File: config.mk
export PLATFORM = sky130hd
export DESIGN_NAME = apqm_mix
export DESIGN_NICKNAME = d
export VERILOG_FILES = /design/src/rtl/apqm_pkg.sv /design/src/rtl/apqm_mix.sv
export SDC_FILE = /design/constraint.sdc
export NUM_CORES = 1
export LEC_CHECK = 0
export BUFFER_PORTS_ARGS = -buffer_cell sky130_fd_sc_hd__buf_4
export CAP_MARGIN = 20
export CORE_UTILIZATION = 43
export DETAILED_ROUTE_END_ITERATION = 7
export GPL_TIMING_DRIVEN = 0
export PLACE_DENSITY_LB_ADDON = 0.2
export SYNTH_ARGS = -nofsm -noshare
export SYNTH_HDL_FRONTEND = slang
export SYNTH_SLANG_ARGS = --single-unit
File: constraint.sdc
create_clock -name clk_i -period 1.2 [get_ports clk_i]
set_clock_uncertainty 0.05 [all_clocks]
set_input_delay 0.18 -clock clk_i [delete_from_list [all_inputs] [get_ports clk_i]]
set_output_delay 0.18 -clock clk_i [all_outputs]
set_load 0.005 [all_outputs]
File: src/rtl/apqm_pkg.sv
// Shared types, widths and register codes for the attitude PD controller and X mixer.
// No dependencies; every other file of the block imports this package.
package apqm_pkg;

  // Register file
  localparam int unsigned NUM_REGS   = 8;
  localparam int unsigned CFG_IDX_W  = 3;
  localparam int unsigned CFG_DATA_W = 24;
  localparam int unsigned GAIN_W     = 24;
  localparam int unsigned LIM_W      = 16;
  localparam int unsigned SAFE_W     = 15;

  // Datapath widths
  localparam int unsigned IN_W    = 16;  // stick, angle and gyro words
  localparam int unsigned ERR_W   = 22;  // roll / pitch angle error, 1/4096 deg
  localparam int unsigned EY_W    = 28;  // yaw rate error, 1/32768 dps
  localparam int unsigned PP_W    = 46;  // kp * angle error
  localparam int unsigned PD_W    = 40;  // kd * gyro
  localparam int unsigned PY_W    = 52;  // kp_yaw * yaw error
  localparam int unsigned SUM_W   = 50;  // roll / pitch PD sum before rounding
  localparam int unsigned YSUM_W  = 53;  // yaw product plus rounding bias
  localparam int unsigned RND_W   = 30;  // rounded command before clamping
  localparam int unsigned CMD_W   = 17;  // clamped command, signed Q0.16
  localparam int unsigned MIX_W   = 20;  // throttle plus three commands
  localparam int unsigned MOTOR_W = 16;

  localparam int unsigned PD_SHIFT  = 20;
  localparam int unsigned YAW_SHIFT = 23;

  // Cycles from an accepted input word to its result strobe
  localparam int unsigned LATENCY = 5;

  // Register indexes
  typedef enum logic [CFG_IDX_W-1:0] {
    REG_KP_ROLL        = 3'd0,
    REG_KD_ROLL        = 3'd1,
    REG_KP_PITCH       = 3'd2,
    REG_KD_PITCH       = 3'd3,
    REG_KP_YAW_RATE    = 3'd4,
    REG_TILT_CMD_LIMIT = 3'd5,
    REG_YAW_CMD_LIMIT  = 3'd6,
    REG_SAFE_TILT      = 3'd7
  } cfg_idx_e;

  // Reset values
  localparam logic [GAIN_W-1:0] KP_ROLL_RST     = 24'd83886;
  localparam logic [GAIN_W-1:0] KD_ROLL_RST     = 24'd20133;
  localparam logic [GAIN_W-1:0] KP_PITCH_RST    = 24'd83886;
  localparam logic [GAIN_W-1:0] KD_PITCH_RST    = 24'd20133;
  localparam logic [GAIN_W-1:0] KP_YAW_RATE_RST = 24'd25166;
  localparam logic [LIM_W-1:0]  TILT_LIM_RST    = 16'd3932;
  localparam logic [LIM_W-1:0]  YAW_LIM_RST     = 16'd5243;
  localparam logic [SAFE_W-1:0] SAFE_TILT_RST   = 15'd5760;

  // Clamped commands handed to the mixer stage
  typedef struct packed {
    logic                      valid;
    logic                      stop;
    logic [MOTOR_W-1:0]        throttle;
    logic signed [CMD_W-1:0]   roll;
    logic signed [CMD_W-1:0]   pitch;
    logic signed [CMD_W-1:0]   yaw;
  } cmd_t;

endpackage

File: src/rtl/apqm_mix.sv
// X-frame motor mixer: the last pipeline stage, with registered motor outputs.
// Depends on apqm_pkg (cmd_t and widths).
module apqm_mix (
  input  logic                          clk_i,
  input  logic                          rst_ni,
  input  apqm_pkg::cmd_t                cmd_i,
  output logic                          done_o,
  output logic                          stop_o,
  output logic [apqm_pkg::MOTOR_W-1:0]  motor_rr_o,
  output logic [apqm_pkg::MOTOR_W-1:0]  motor_rf_o,
  output logic [apqm_pkg::MOTOR_W-1:0]  motor_lr_o,
  output logic [apqm_pkg::MOTOR_W-1:0]  motor_lf_o
);
  import apqm_pkg::*;

  // Saturate a mixed value to the motor range
  function automatic logic [MOTOR_W-1:0] sat_motor(input logic signed [MIX_W-1:0] m);
    logic [MOTOR_W-1:0] res;
    if (m[MIX_W-1]) begin
      res = '0;
    end else if (|m[MIX_W-2:MOTOR_W]) begin
      res = '1;
    end else begin
      res = m[MOTOR_W-1:0];
    end
    return res;
  endfunction

  logic signed [MIX_W-1:0] thr_x, r_x, p_x, y_x;
  logic signed [MIX_W-1:0] m_rr, m_rf, m_lr, m_lf;
  logic                    done_q;
  logic                    stop_q;
  logic [MOTOR_W-1:0]      rr_q, rf_q, lr_q, lf_q;

  // Extend operands to the mixer width
  assign thr_x = $signed({{(MIX_W-MOTOR_W){1'b0}}, cmd_i.throttle});
  assign r_x   = {{(MIX_W-CMD_W){cmd_i.roll[CMD_W-1]}},  cmd_i.roll};
  assign p_x   = {{(MIX_W-CMD_W){cmd_i.pitch[CMD_W-1]}}, cmd_i.pitch};
  assign y_x   = {{(MIX_W-CMD_W){cmd_i.yaw[CMD_W-1]}},   cmd_i.yaw};

  // X mix
  assign m_rr = thr_x - p_x - r_x + y_x;
  assign m_rf = thr_x + p_x - r_x - y_x;
  assign m_lr = thr_x - p_x + r_x - y_x;
  assign m_lf = thr_x + p_x + r_x + y_x;

  // Strobe for one cycle per word
  always_ff @(posedge clk_i or negedge rst_ni) begin
    if (!rst_ni) begin
      done_q <= 1'b0;
    end else begin
      done_q <= cmd_i.valid;
    end
  end

  // Load the result only when a word arrives
  always_ff @(posedge clk_i) begin
    if (cmd_i.valid) begin
      stop_q <= cmd_i.stop;
      rr_q   <= sat_motor(m_rr);
      rf_q   <= sat_motor(m_rf);
      lr_q   <= sat_motor(m_lr);
      lf_q   <= sat_motor(m_lf);
    end
  end

  assign done_o     = done_q;
  assign stop_o     = stop_q;
  assign motor_rr_o = rr_q;
  assign motor_rf_o = rf_q;
  assign motor_lr_o = lr_q;
  assign motor_lf_o = lf_q;

endmodule

==> impl_metrics.py <==
metrics = {
    "clock_tree": {
        "cts.clk_slew.worst_paths_ns": 0.05,
        "cts_root_buf": "clkbuf_16",
        "cts_buffers": 9,
        "h-tree-depth": 3,
        "cts_buffer_depth": 2,
        "cts_tree": "built",
        "cts_sinks": 66,
    },
    "detailed_routing": {
        "viasPerCell": 5.42,
        "drtPass1Iterations": 6,
        "first_iter_violations": 522,
        "ant_nets": 0,
        "avgRoutedWirePerCell_um": 16.9,
        "vias": 8556,
        "drc": 17,
        "drt-total-wl_um": 26700,
    },
    "setup_path": {
        "cp_data_arrival_time_ns": 4.93,
        "start_kind": "input pin",
        "crit_path_max_fanout": 5,
        "crit_path_start": "cmd_i[17]",
        "critPathKind": "in -> reg",
        "cp_data_required_time_ns": 1.24,
        "critPathCaptureType": "register",
    },
    "run_status": {
        "status": "complete, but fails checks",
        "violations": "design-rule violations, negative setup slack",
    },
    "finish": {
        "antenna_cells": 0,
        "final_common_cell": "buf_4",
        "nets": 1550,
        "syn_to_final_growth_pct": 33.5,
        "drive_gt1_frac": 0.304,
        "layoutNonFillerInstCount": 1578,
        "final_cell_mix": "buf_4, inv_1, ha_1",
        "stdcell_area_mm2": 0.0130,
    },
    "placed_design": {
        "port_buffers": 135,
        "postPlaceCellArea_mm2": 0.0114,
        "hpwl_um": 20800,
        "dp_cells": 1496,
        "gp_congestion": 0.913,
    },
    "die": {
        "ioPinCount": 137,
        "die_w_um": 153,
        "die_h_um": 153,
        "num_rows": 54,
        "initial_utilization": 0.442,
        "core_mm2": 0.0220,
        "die_area_mm2": 0.0233,
    },
    "yosys": {
        "seq_area_frac_synth": 0.203,
        "synth-compound-area-share": 0.229,
        "ys_types": 75,
        "synthArstFlopShare": 0.0152,
        "ys_ff_latch": 66,
        "synthCells": 1081,
        "synth_edf_count": 65,
        "synth.area.mux_share": 0.00411,
        "synth_nets": 1337,
        "synth-simple-area-share": 0.117,
        "synthesis.area_mm2": 0.00974,
        "yosysWarnings": 0,
        "synth-xor-area-share": 0.0665,
        "syn_area_per_cell_um2": 9.01,
        "synth_top_family_by_area": "adder cells",
        "ys.flop_type": "edfxtp_1",
        "synth-adder-area-share": 0.295,
    },
    "grt": {
        "grt_pass1_vias": 8333,
        "grt_pass1_wl_um": 41800,
        "grt_usage": 0.229,
        "grt_max_degree": 67,
        "overflow": 0,
        "antenna_found_initial": 0,
    },
    "pwr": {
        "p_total_mw": 27.3,
        "leakage_nw": 5.78,
        "p_per_area_mw_per_mm2": 2100,
        "peakVddDrop_mv": 0.950,
    },
    "timing": {
        "setup_viol": 64,
        "slew_viol_final": 0,
        "worst_slew_pin_slew_ns": 0.853,
        "fin_crit_sh": 4.08,
        "max_freq_mhz": 204,
        "fin_crit_ns": 4.89,
        "rsz0062_at_grt": "yes",
        "relSlewSlack": 0.431,
        "fin_ws_ns": -3.69,
        "hold_viol_final": 0,
    },
    "worst_hold_path": {
        "hp-class": "in -> async",
    },
    "run": {
        "cap_violations": 0,
    },
}
synth_stat cells, types with 6 or more instances:
master    instances  share of area
inv_1           182          0.070
ha_1            110           0.14
a21oi_1          91          0.047
fa_1             75           0.15
edfxtp_1         65           0.20
nor2_1           51          0.020
nand2_1          47          0.018
o21ai_0          46          0.024
xnor2_1          45          0.040
o21a_1           32          0.025
xor2_1           29          0.026
a21o_1           27          0.021
nor3_1           23          0.012
a31oi_1          20          0.013
nand2b_1         19          0.012
clkbuf_1         16         0.0062
nor2b_1          13         0.0083
and3_1           12         0.0077
nand3_1          12         0.0062
a211oi_1         11         0.0085
a21oi_2          10         0.0090
o21bai_1         10         0.0077
nand3b_1          8         0.0062
o211ai_1          8         0.0062
a211o_1           7         0.0063
buf_2             6         0.0031
nor4_1            6         0.0039
o31ai_1           6         0.0046
flip-flops by register name (all words and copies together), names as in the netlist:
signal      cells
motor_lf_o     16
motor_lr_o     16
motor_rf_o     16
motor_rr_o     16
done_o          1
stop_o          1
critical path, stage by stage:
cell      delay [ns]
buf_8           0.10
ha_4            0.16
fa_2            0.36
nand2b_4        0.09
a21oi_4         0.06
o21bai_4        0.18
a211oi_2        0.08
a211o_1         0.28
a2111o_1        0.52
and2_4          0.22
xnor2_4         0.13
fa_1            0.57
inv_2           0.08
ha_4            0.23
and3_4          0.16
o311ai_4        0.26
a31oi_1         0.13
o21a_1          0.19
a211oi_2        0.21
xnor2_2         0.12
nor4_4          0.22
buf_6           0.17
buf_6           0.13
a21oi_1         0.07
metal layers:
metal	part of all wire	global-route usage	wire, um
met1	0.44	0.308	11800
met2	0.48	0.384	12900
met3	0.055	0.0290	1460
met4	0.022	0.0717	590
met5	0	0	0
power by group:
| group | leakage, nW | total [mW] | switching, mW | internal [mW] |
|---|---|---|---|---|
| clock | 0.137 | 2.53 | 0.949 | 1.58 |
| sequential | 0.652 | 4.25 | 0.258 | 3.99 |
| combinational | 5.00 | 20.6 | 10.8 | 9.76 |
| total | 5.78 | 27.3 | 12.0 | 15.3 |
worst paths after layout:
check	endpoint	slack, ns	depth (start not counted)
worst max-delay path	motor_lf_o[12]	-3.69	24
worst min-delay path	done_o	0.11	2
max in group asynchronous	done_o	0.91	2
min in group clk_i	motor_lr_o[0]	0.30	3
final cells by class:
class / count / area (um2)
flip-flops and latches: 66 / 1980
plain buffers: 24 / 176
inverters: 182 / 686
multi-input cells: 805 / 7870
repair buffers: 206 / 1680
clock buffers: 11 / 233
well taps: 280 / 350
clock inverters: 4 / 43.8
fillers: 1951 / 9020
cells by family (layout without fill, tap and decap cells):
kind of cell / Yosys count / in the layout
XOR/XNOR: 74 / 74
adder cells (fa/ha/maj): 185 / 185
multiplexers: 4 / 4
buffers and inverters: 210 / 427
flip-flops: 66 / 66
AND/OR/NAND/NOR: 217 / 217
AO/OA/AOI/OAI: 325 / 325
what timing repair did:
action                                 CTS  global route
gates cloned                             5             1
setup endpoints to repair               64            64
setup buffers                           46            19
pin swaps                               56            25
gates resized for setup                106            69
hold buffers                             2             0
endpoints found under the hold margin    2             0
through the flow:
step,TNS [ns],worst slack [ns],util,hold WS (ns)
6_report,-221.97,-3.69,0.591,0.106
2_1_floorplan,-215.58,-3.73,-,-0.166
4_1_cts,-220.21,-3.63,0.568,0.0954
3_5_place_dp,-272.03,-4.48,0.516,-0.0929
5_1_grt,-232.81,-3.81,0.591,0.107
3_3_place_gp,-271.37,-4.49,0.516,-0.0947
(Power assumes the default switching activity.)
